===== config.mk =====
export PLATFORM = sky130hd
export DESIGN_NAME = six_channel_pwm_with_shadow_match
export DESIGN_NICKNAME = d
export VERILOG_FILES = /design/src/rtl/core/scpwm_pkg.sv /design/src/rtl/core/scpwm_req_stage.sv /design/src/rtl/core/scpwm_engine.sv /design/src/rtl/core/scpwm_rsp_stage.sv /design/src/rtl/core/six_channel_pwm_with_shadow_match.sv
export VERILOG_INCLUDE_DIRS = /design/src /design/src/rtl/core
export SDC_FILE = /design/constraint.sdc
export NUM_CORES = 1
export LEC_CHECK = 0
export ABC_CLOCK_PERIOD_IN_PS = 5500
export BUFFER_PORTS_ARGS = -buffer_cell sky130_fd_sc_hd__buf_2
export CAP_MARGIN = 20
export CELL_PAD_IN_SITES_DETAIL_PLACEMENT = 1
export CELL_PAD_IN_SITES_GLOBAL_PLACEMENT = 1
export CORE_MARGIN = 8
export CORE_UTILIZATION = 43
export CTS_CLUSTER_SIZE = 30
export DETAILED_ROUTE_END_ITERATION = 12
export PLACE_DENSITY = 0.85
export SLEW_MARGIN = 20
export SYNTH_ARGS = -nofsm -noshare
export SYNTH_HDL_FRONTEND = slang
export SYNTH_SLANG_ARGS = --single-unit

===== constraint.sdc =====
create_clock -name clock -period 5.5 [get_ports clock]
set_input_delay 0 -clock clock [delete_from_list [all_inputs] [get_ports clock]]
set_output_delay 0 -clock clock [all_outputs]
set_load 0.05 [all_outputs]

===== src/rtl/core/six_channel_pwm_with_shadow_match_assert.svh =====
// Assertion macros for the six-channel PWM timer.
// Used by the top level; compiled out when SYNTHESIS is defined.
`ifndef SIX_CHANNEL_PWM_WITH_SHADOW_MATCH_ASSERT_SVH
`define SIX_CHANNEL_PWM_WITH_SHADOW_MATCH_ASSERT_SVH
`ifndef SYNTHESIS
`define SCPWM_ASSERT(label, clk, rst, prop, msg) \
   label: assert property (@(posedge clk) disable iff (rst) prop) else $error(msg);
`define SCPWM_ASSERT_ALWAYS(label, clk, prop, msg) \
   label: assert property (@(posedge clk) prop) else $error(msg);
`else
`define SCPWM_ASSERT(label, clk, rst, prop, msg)
`define SCPWM_ASSERT_ALWAYS(label, clk, prop, msg)
`endif
`endif


===== src/rtl/core/scpwm_pkg.sv =====
// Shared types and constants for the six-channel PWM timer.
// No dependencies.
package scpwm_pkg;

   localparam int MAX_CHANNELS      = 6;
   localparam int NUM_CHANNELS_DEF  = 6;
   localparam int COUNT_WIDTH_DEF   = 24;
   localparam int CHAN_W            = 3;
   localparam int DUTY_W            = 24;
   localparam int PERIOD_W          = 24;
   localparam int OP_W              = 2;
   localparam int CSR_INDEX_W       = 1;
   localparam int REQ_DATA_W        = 32;
   localparam int RSP_DATA_W        = 32;

   localparam logic [PERIOD_W-1:0] PERIOD_RESET = 24'h15F900;
   localparam logic [DUTY_W-1:0]   DUTY_RESET   = 24'h01A5E0;

   typedef enum logic [OP_W-1:0] {
      OP_TICK  = 2'd0,
      OP_WRITE = 2'd1,
      OP_READ  = 2'd2
   } op_type;

   typedef enum logic [CSR_INDEX_W-1:0] {
      CSR_PERIOD     = 1'd0,
      CSR_RUN_ENABLE = 1'd1
   } csr_index_type;

   typedef struct packed {
      op_type              op;
      logic [CHAN_W-1:0]   channel;
      logic [DUTY_W-1:0]   duty_value;
   } item_type;

   typedef struct packed {
      logic                  cycle_wrapped;
      logic                  bad_channel;
      logic [DUTY_W-1:0]     read_data;
      logic [MAX_CHANNELS-1:0] pwm_levels;
   } result_type;

   typedef struct packed {
      logic                  valid;
      csr_index_type         index;
      logic [PERIOD_W-1:0]   data;
   } csr_write_type;

   typedef struct packed {
      logic [MAX_CHANNELS-1:0] pending;
      logic                    count_zero;
   } status_type;

endpackage


===== src/rtl/core/scpwm_req_stage.sv =====
// Request input register for the PWM timer.
// Depends on scpwm_pkg.
module scpwm_req_stage (
   input  logic                                  clock,
   input  logic                                  reset,
   input  logic                                  req_tvalid,
   output logic                                  req_tready,
   input  logic [scpwm_pkg::REQ_DATA_W-1:0]      req_tdata,
   input  logic [scpwm_pkg::OP_W-1:0]            req_tuser,
   input  logic                                  advance,
   output logic                                  item_valid,
   output scpwm_pkg::item_type                   item
);

   logic                 valid_ff;
   logic                 valid_in;
   scpwm_pkg::item_type  item_ff;
   scpwm_pkg::item_type  item_in;
   logic                 accept;

   assign req_tready = !valid_ff || advance;
   assign accept     = req_tvalid && req_tready;

   always_comb begin
      item_in.op         = scpwm_pkg::op_type'(req_tuser);
      item_in.channel    = req_tdata[scpwm_pkg::CHAN_W-1:0];
      item_in.duty_value = req_tdata[scpwm_pkg::CHAN_W +: scpwm_pkg::DUTY_W];
   end

   always_comb begin
      valid_in = valid_ff;
      if (accept) begin
         valid_in = 1'b1;
      end else if (advance) begin
         valid_in = 1'b0;
      end
   end

   always_ff @(posedge clock) begin
      if (reset) begin
         valid_ff <= 1'b0;
      end else begin
         valid_ff <= valid_in;
      end
      if (accept) begin
         item_ff <= item_in;
      end
   end

   assign item_valid = valid_ff;
   assign item       = item_ff;

endmodule


===== src/rtl/core/scpwm_engine.sv =====
// Timer state, shadow/active match registers and per-request update logic.
// Depends on scpwm_pkg.
module scpwm_engine #(
   parameter int NUM_CHANNELS = scpwm_pkg::NUM_CHANNELS_DEF,
   parameter int COUNT_WIDTH  = scpwm_pkg::COUNT_WIDTH_DEF
) (
   input  logic                     clock,
   input  logic                     reset,
   input  logic                     fire,
   input  scpwm_pkg::item_type      item,
   input  scpwm_pkg::csr_write_type csr_write,
   output scpwm_pkg::result_type    result,
   output scpwm_pkg::status_type    status
);

   localparam int DUTY_W   = scpwm_pkg::DUTY_W;
   localparam int PERIOD_W = scpwm_pkg::PERIOD_W;
   localparam int CHAN_W   = scpwm_pkg::CHAN_W;
   localparam int LEVEL_W  = scpwm_pkg::MAX_CHANNELS;
   localparam int NEXT_W   = COUNT_WIDTH + 1;
   localparam int WRAP_W   = (NEXT_W > PERIOD_W) ? NEXT_W : PERIOD_W;
   localparam int CMP_W    = (COUNT_WIDTH > DUTY_W) ? COUNT_WIDTH : DUTY_W;

   logic [PERIOD_W-1:0]    period_ff;
   logic                   run_ff;
   logic [COUNT_WIDTH-1:0] count_ff;
   logic [COUNT_WIDTH-1:0] count_in;
   logic [DUTY_W-1:0]      shadow_ff [NUM_CHANNELS];
   logic [DUTY_W-1:0]      shadow_in [NUM_CHANNELS];
   logic [DUTY_W-1:0]      active_ff [NUM_CHANNELS];
   logic [DUTY_W-1:0]      active_in [NUM_CHANNELS];
   logic [NUM_CHANNELS-1:0] pending_ff;
   logic [NUM_CHANNELS-1:0] pending_in;

   logic [NEXT_W-1:0]       count_plus;
   logic                    wrap;
   logic [NUM_CHANNELS-1:0] chan_sel;
   logic                    chan_ok;
   logic [NUM_CHANNELS-1:0] levels;
   logic [DUTY_W-1:0]       read_data;
   logic                    bad;
   logic                    wrapped;

   assign count_plus = NEXT_W'(count_ff) + NEXT_W'(1);
   assign wrap = count_plus[COUNT_WIDTH] ||
                 (WRAP_W'(count_plus) >= WRAP_W'(period_ff));

   always_comb begin
      for (int k = 0; k < NUM_CHANNELS; k++) begin
         chan_sel[k] = (item.channel == CHAN_W'(k + 1));
      end
   end
   assign chan_ok = |chan_sel;

   always_comb begin
      count_in   = count_ff;
      shadow_in  = shadow_ff;
      active_in  = active_ff;
      pending_in = pending_ff;
      read_data  = '0;
      bad        = 1'b0;
      wrapped    = 1'b0;
      if (fire) begin
         unique case (item.op)
            scpwm_pkg::OP_TICK: begin
               if (run_ff) begin
                  if (wrap) begin
                     count_in = '0;
                     for (int k = 0; k < NUM_CHANNELS; k++) begin
                        if (pending_ff[k]) begin
                           active_in[k] = shadow_ff[k];
                        end
                     end
                     pending_in = '0;
                     wrapped    = 1'b1;
                  end else begin
                     count_in = count_plus[COUNT_WIDTH-1:0];
                  end
               end
            end
            scpwm_pkg::OP_WRITE: begin
               if (chan_ok) begin
                  for (int k = 0; k < NUM_CHANNELS; k++) begin
                     if (chan_sel[k]) begin
                        shadow_in[k] = item.duty_value;
                     end
                  end
                  pending_in = pending_ff | chan_sel;
               end else begin
                  bad = 1'b1;
               end
            end
            scpwm_pkg::OP_READ: begin
               if (chan_ok) begin
                  for (int k = 0; k < NUM_CHANNELS; k++) begin
                     if (chan_sel[k]) begin
                        read_data = read_data | shadow_ff[k];
                     end
                  end
               end else begin
                  bad = 1'b1;
               end
            end
            default: begin
            end
         endcase
      end
   end

   // levels as seen after this request
   always_comb begin
      for (int k = 0; k < NUM_CHANNELS; k++) begin
         levels[k] = run_ff && (CMP_W'(count_in) < CMP_W'(active_in[k]));
      end
   end

   always_comb begin
      result.pwm_levels    = LEVEL_W'(levels);
      result.read_data     = read_data;
      result.bad_channel   = bad;
      result.cycle_wrapped = wrapped;
      status.pending       = LEVEL_W'(pending_ff);
      status.count_zero    = (count_ff == '0);
   end

   always_ff @(posedge clock) begin
      if (reset) begin
         period_ff  <= scpwm_pkg::PERIOD_RESET;
         run_ff     <= 1'b0;
         count_ff   <= '0;
         pending_ff <= '0;
         for (int k = 0; k < NUM_CHANNELS; k++) begin
            shadow_ff[k] <= scpwm_pkg::DUTY_RESET;
            active_ff[k] <= scpwm_pkg::DUTY_RESET;
         end
      end else begin
         if (csr_write.valid) begin
            unique case (csr_write.index)
               scpwm_pkg::CSR_PERIOD:     period_ff <= csr_write.data;
               scpwm_pkg::CSR_RUN_ENABLE: run_ff    <= csr_write.data[0];
               default: begin
               end
            endcase
         end
         count_ff   <= count_in;
         shadow_ff  <= shadow_in;
         active_ff  <= active_in;
         pending_ff <= pending_in;
      end
   end

endmodule


===== src/rtl/core/scpwm_rsp_stage.sv =====
// Result output register for the PWM timer.
// Depends on scpwm_pkg.
module scpwm_rsp_stage (
   input  logic                              clock,
   input  logic                              reset,
   input  logic                              load,
   input  scpwm_pkg::result_type             result,
   output logic                              free,
   output logic                              rsp_tvalid,
   input  logic                              rsp_tready,
   output logic [scpwm_pkg::RSP_DATA_W-1:0]  rsp_tdata
);

   logic                   valid_ff;
   logic                   valid_in;
   scpwm_pkg::result_type  result_ff;

   assign free = !valid_ff || rsp_tready;

   always_comb begin
      valid_in = valid_ff;
      if (load) begin
         valid_in = 1'b1;
      end else if (rsp_tready) begin
         valid_in = 1'b0;
      end
   end

   always_ff @(posedge clock) begin
      if (reset) begin
         valid_ff <= 1'b0;
      end else begin
         valid_ff <= valid_in;
      end
      if (load) begin
         result_ff <= result;
      end
   end

   assign rsp_tvalid = valid_ff;
   assign rsp_tdata  = scpwm_pkg::RSP_DATA_W'(result_ff);

endmodule


===== src/rtl/core/six_channel_pwm_with_shadow_match.sv =====
// Six-channel single-edge PWM timer with shadowed match registers: top level.
// Depends on scpwm_pkg, scpwm_req_stage, scpwm_engine, scpwm_rsp_stage.
//
// Takes one request per clock (tick, duty write, duty read) and returns exactly
// one response per request: the request is held in the request register, then the
// counter/match update and level compare run in a single pass into the response
// register. Throughput is one request per cycle whenever the response side keeps
// taking data; a held response stalls at most one request behind it. Duty writes
// go to a shadow register and take effect at the next counter wrap. The CSR port
// is always ready; write it only while no request is in flight. No clearing pass
// after reset.
`include "six_channel_pwm_with_shadow_match_assert.svh"

module six_channel_pwm_with_shadow_match #(
   parameter int NUM_CHANNELS = scpwm_pkg::NUM_CHANNELS_DEF,
   parameter int COUNT_WIDTH  = scpwm_pkg::COUNT_WIDTH_DEF
) (
   input  logic                                  clock,
   input  logic                                  reset,
   input  logic                                  req_tvalid,
   output logic                                  req_tready,
   // [2:0] channel, [26:3] duty_value, [31:27] zero
   input  logic [scpwm_pkg::REQ_DATA_W-1:0]      req_tdata,
   // [1:0] op
   input  logic [scpwm_pkg::OP_W-1:0]            req_tuser,
   output logic                                  rsp_tvalid,
   input  logic                                  rsp_tready,
   // [5:0] pwm_levels, [29:6] read_data, [30] bad_channel, [31] cycle_wrapped
   output logic [scpwm_pkg::RSP_DATA_W-1:0]      rsp_tdata,
   input  logic                                  csr_valid,
   output logic                                  csr_ready,
   input  logic [scpwm_pkg::CSR_INDEX_W-1:0]     csr_index,
   input  logic [scpwm_pkg::PERIOD_W-1:0]        csr_data
);

   logic                     item_valid;
   scpwm_pkg::item_type      item;
   logic                     rsp_free;
   logic                     fire;
   scpwm_pkg::result_type    result;
   scpwm_pkg::status_type    status;
   scpwm_pkg::csr_write_type csr_write;

   assign csr_ready = 1'b1;
   assign fire      = item_valid && rsp_free;

   always_comb begin
      csr_write.valid = csr_valid && csr_ready;
      csr_write.index = scpwm_pkg::csr_index_type'(csr_index);
      csr_write.data  = csr_data;
   end

   scpwm_req_stage u_req_stage (
      .clock      (clock),
      .reset      (reset),
      .req_tvalid (req_tvalid),
      .req_tready (req_tready),
      .req_tdata  (req_tdata),
      .req_tuser  (req_tuser),
      .advance    (fire),
      .item_valid (item_valid),
      .item       (item)
   );

   scpwm_engine #(
      .NUM_CHANNELS (NUM_CHANNELS),
      .COUNT_WIDTH  (COUNT_WIDTH)
   ) u_engine (
      .clock     (clock),
      .reset     (reset),
      .fire      (fire),
      .item      (item),
      .csr_write (csr_write),
      .result    (result),
      .status    (status)
   );

   scpwm_rsp_stage u_rsp_stage (
      .clock      (clock),
      .reset      (reset),
      .load       (fire),
      .result     (result),
      .free       (rsp_free),
      .rsp_tvalid (rsp_tvalid),
      .rsp_tready (rsp_tready),
      .rsp_tdata  (rsp_tdata)
   );

   `SCPWM_ASSERT(a_new_rsp_from_fire, clock, reset,
      rsp_tvalid && !$past(rsp_tvalid && !rsp_tready) |-> $past(fire),
      "response appeared without a processed request")
   `SCPWM_ASSERT(a_full_accept_moves, clock, reset,
      req_tvalid && req_tready && item_valid |-> fire,
      "request taken while request register held")
   `SCPWM_ASSERT(a_wrap_clears, clock, reset,
      fire && result.cycle_wrapped |=> status.count_zero && (status.pending == '0),
      "wrap left count or pending set")
   `SCPWM_ASSERT_ALWAYS(a_reset_idle, clock, reset |=> !rsp_tvalid, "response valid after reset")

endmodule


## Word-level counts from Yosys, hierarchy flattened

Index checks and enable logic that the tools add are counted.

| storage, ports and cells | value |
|---|---|
| register bits after elaboration | 406 |
| bits of input ports | 64 |
| logic and storage cells | 126 |

| operators by class | value |
|---|---|
| $add $sub $neg | 1 |
| $lt $le $gt $ge | 7 |
| equal/unequal tests | 11 |
| mux-type cells | 45 |
| bitwise gates (word level) | 7 |
| reductions and logical operators | 30 |

Operator list:

| cell | count |
|---|---|
| $mux W24 | 31 |
| $mux W144 | 4 |
| $lt A24 B24 Y1 | 6 |
| $or A24 B24 Y24 | 5 |
| $add A24 B1 Y25 const B | 1 |
| $ge A25 B24 Y1 | 1 |
| $reduce_and A4 Y1 | 6 |
| $mux W6 | 3 |
| $pmux W6 S2 | 1 |
| $eq A3 B3 Y1 const B | 3 |
| $logic_and A1 B1 Y1 | 8 |
| $reduce_and A2 Y1 | 4 |
| $eq A3 B2 Y1 const B | 2 |
| $mux W1 | 6 |
| $ne A2 B1 Y1 const B | 3 |
| $or A6 B6 Y6 | 1 |
| $reduce_bool A2 Y1 | 3 |
| $reduce_or A6 Y1 | 1 |
| $reduce_and A5 Y1 | 1 |
| $eq A3 B1 Y1 const B | 1 |
| $logic_or A1 B1 Y1 | 3 |
| $eq A2 B1 Y1 const B | 1 |
| $eq A2 B2 Y1 const B | 1 |
| $logic_not A1 Y1 | 2 |
| 3 further kinds | 3 |

## Depth between registers and ports, before layout

| depth | value |
|---|---|
| depth in word-level cells | 27 |
| gate-level depth with buffers | 26 |

## Hierarchy

From an unflattened synthesis, not the netlist that was laid out.

| second synthesis, totals | value |
|---|---|
| cell total of the unflattened synthesis | 2134 |
| area total of the unflattened synthesis | 19668.9 um^2 |

Modules (own cells, without submodules):

| module | times used | cells each | area each (um^2) |
|---|---|---|---|
| scpwm_engine | 1 | 2061 | 17718.2 |
| scpwm_rsp_stage | 1 | 36 | 1007.2 |
| scpwm_req_stage | 1 | 34 | 925.9 |
| six_channel_pwm_with_shadow_match | 1 | 3 | 17.5 |

## Worst setup path before layout

Ideal clock, no wire load.

| timing path | value |
|---|---|
| kind | flip-flop to flip-flop |
| start | register u_engine.count_ff[0] |
| end | register u_rsp_stage.result_ff (netlist bit u_rsp_stage.rsp_tdata[2]) (data pin) |
| arrival time | 5.532 ns |
| data required time | 5.340 ns |
| path slack | -0.192 ns |
| stages on the path, launching flop included | 24 |
| buffers on the path | 3 |
| cells stage by stage | dfxtp_1 buf_2 and3_1 nand3_1 nor4_2 and3_1 nand3_1 a22oi_1 ha_1 o21a_1 o21a_1 a221oi_4 o211ai_4 buf_12 buf_8 o21ai_0 ha_1 a21o_1 a21o_1 a2111oi_0 nor3_1 a2111oi_0 o221ai_1 a41oi_1 |

RTL lines:

| item | line | source |
|---|---|---|
| start: declaration | scpwm_engine.sv:26 | `logic [COUNT_WIDTH-1:0] count_ff;` |
| start signal: assignment | scpwm_engine.sv:145 | `count_ff <= count_in;` |
| end signal: assignment | scpwm_rsp_stage.sv:36 | `result_ff <= result;` |
| end: declaration | scpwm_rsp_stage.sv:16 | `scpwm_pkg::result_type result_ff;` |

==> metrics <==
vias per cell=6.33; Synth Area in Adders=a little over a tenth; DR vias=19300; Critical Path Fanout Max=13; DR pass1 iterations=5; metal2 WL=41.2 mm; Final Wtd Congestion=roughly 0.98; status=finished, violations left; post-synth cell types=77; Worst VDD drop=0.222 mV; Clock transition at path regs=0.06 ns; post-route ant nets=0; Synth Area in Compound Gates=14.5%; combinational family with the most area after synthesis=simple AND/OR/NAND/NOR gates; # rows=between 70 and 80; ranking of synthesized cells by area=dfxtp_1 35%, ha_1 11%, edfxtp_1 9.3%; Max clock buf depth=3; GR Util All Layers=28.8%; most frequent cell after synthesis=nand2_1; area grow syn2layout=28.9%; fmax=between 150 and 200 MHz; H-tree depth=2; vias in the first global route=19800; post-synthesis sequential area ratio=44.2%; die area=53100 µm²; Synth Area in XOR/XNOR=0.842%; worst rel slew slack=29.2%; Synth Flop Type=dfxtp_1; Slew Limit Fails=0; Syn Std Cell Area=19800 µm²; routed len/inst=28.7 µm; Async SR Flop Fraction=0%; post-synthesis instance total=2123; first-pass GRT wire length=119 mm; Post-synth EDFFs=61; Core Util, Final=56.1%; crit path DAT=around 6.1 ns; share of the synthesized area in the top cell type=35.0%; io pins=99; CTS tree=built; CTS Buf Count=46; Worst Path Required=5.81 ns; Worst Tran Pin Value=1.06 ns; worst skew pair latency=0.61 ns; Post-synth top cells=396 x nand2_1, 345 x dfxtp_1, 173 x a21oi_1, 166 x ha_1, 139 x mux2i_1; crit share post-route=105%; core area=45400 µm²; simple-gate portion of the synthesized area=19.2%; Min Hold Slack=around 0.048 ns; final hold violations=0; Remaining Overflow, GRT=0; Yosys Warn Count=0; Max Clock Skew=between 0.03 and 0.04 ns; M1 wire length=roughly 32 mm; HPWL after detailed placement=53.0 mm; highest metal used=met4; Final min period=5.80 ns; Die Ht=230 µm; Avg Cell Area, Syn=9.30 µm²; syn nets=roughly 2400; nets=2648; FF+latch count, synth=406; portion of netlist area occupied by mux cells=7.04%; initial antenna violation count=3; post-synth top area cell=dfxtp_1; initial core utilization=43.5%; pwr/cell area=between 200 and 300 nW/µm²; largest net degree at the start of global routing=~160; DRC=0; clk sink count=406; met3 WL=roughly 8.4 mm; worst hold-check path type=input port to register; Setup CP Type=register to register; RSZ-0062 raised after global routing=yes; placed cells=2840; # setup viols final=6; ratio of cells with drive above 1 in the final layout=between 20% and 30%; max-cap viol count=0; Cell Count, Final, Fillers Out=3058; Die W=230 µm; failing checks=negative setup slack; final worst setup slack=-0.300 ns; Leak=10.9 nW; Total Wirelength=between 80 and 90 mm; Port Buffers=92; Startpoint Class=register; crit path capture type=register; Iteration-0 DRC Markers=between 1500 and 2000; root cell of the clock tree=clkbuf_16
kinds of logic (layout without fill, tap and decap cells):
family	count (synthesis)	after routing
adders and majority gates	166	166
buffers and inverters	158	489
and+or+nand+nor	792	793
other	1	4
AOI/OAI and AO/OA	442	442
muxes	139	139
DFF	406	406
xor gates and xnor gates	19	19
critical path: stages (launching register included):
cell	delay, ns
dfxtp_2	0.39
and3_4	0.22
nand3_2	0.13
nor4_4	0.15
buf_4	0.18
and3_4	0.20
nand3_4	0.08
a22oi_2	0.23
ha_1	0.29
o21a_1	0.20
o21a_1	0.25
a221oi_4	0.40
buf_4	0.20
o211ai_4	0.12
buf_12	0.17
buf_4	0.14
buf_12	0.12
nand3_4	0.11
buf_12	0.19
mux2i_2	0.42
ha_1	0.26
nand2_1	0.13
nor4_1	0.40
buf_4	0.20
o21ai_1	0.06
a32oi_1	0.20
a41oi_1	0.06
flip-flops by register name, indices dropped and copies added (netlist names):
signal,cells
u_engine.pending_ff,6
u_rsp_stage.rsp_tdata,32
u_engine.run_ff,1
u_engine.period_ff,24
u_req_stage.item_valid,1
u_rsp_stage.rsp_tvalid,1
u_engine.active_ff,144
u_engine.shadow_ff,144
u_engine.count_ff,24
u_req_stage.item,29
power by group:
part	switching [mW]	total [mW]	internal (mW)
Sequential	0.0531	3.11	3.05
Combinational	0.220	0.331	0.111
Clock	1.33	3.14	1.81
per-stage QoR:
stage | setup TNS (ns) | setup slack (ns) | instance area (µm²) | total power [mW]
6_report | -1.50 | -0.300 | 25500 | 6.58
4_1_cts | -0.00642 | -0.00642 | 24200 | 6.54
3_3_place_gp | -0.470 | -0.182 | 21700 | 3.43
2_1_floorplan | 0 | 0.0535 | 19800 | 3.32
5_1_grt | -2.24 | -0.409 | 25500 | 6.72
3_5_place_dp | -1.40 | -0.293 | 21700 | 3.44
routing by layer:
layer | up-vias | GRT usage, %
met3 | 422 | 5.40
met5 | - | 0
met4 | 0 | 16.1
li1 | 8128 | -
met1 | 9590 | 34.1
met2 | 1209 | 48.7
cell usage in the layout (no fill, tap or decap), drive strengths merged, types with 50 or more instances in the layout:
| cell type | count |
|---|---|
| nand3b | 50 |
| nand2b | 57 |
| ha | 166 |
| a21oi | 173 |
| clkbuf | 75 |
| nor2 | 137 |
| a22oi | 73 |
| mux2i | 139 |
| dfxtp | 345 |
| nand2 | 396 |
| buf | 299 |
| dlygate4sd3 | 65 |
| edfxtp | 61 |
final timing paths:
kind | from | endpoint | slack, ns | cells past startpoint
setup / recovery | u_engine.count_ff[1]$_SDFF_PP0_ | u_rsp_stage.rsp_tdata[0]$_DFFE_PP_ | -0.30 | 26
hold / removal | csr_index | u_engine.period_ff[5]$_SDFFE_PP0P_ | 0.05 | 5
setup reg to reg | u_engine.count_ff[1]$_SDFF_PP0_ | u_rsp_stage.rsp_tdata[0]$_DFFE_PP_ | -0.30 | 26
hold reg to reg | u_engine.period_ff[2]$_SDFFE_PP0P_ | u_engine.period_ff[2]$_SDFFE_PP0P_ | 0.47 | 2
final cells by class:
class | count | area (µm²)
Fill cell | 5013 | 19900
Clock buffer | 75 | 1420
Clock inverter | 10 | 76.3
Antenna cell | 3 | 7.51
Multi-Input combinational cell | 1560 | 11400
Inverter | 39 | 146
Sequential cell | 406 | 8760
Timing Repair Buffer | 365 | 2920
Tap cell | 600 | 751
repair_timing:
item,in CTS,in global routing
pin swaps,23,64
hold buffers,65,0
setup buffers,19,44
endpoints found under the hold margin,63,0
cloned,2,1
resized for setup,60,178
setup endpoints to repair,6,6
No activity file was read; power rests on OpenSTA's default activity.
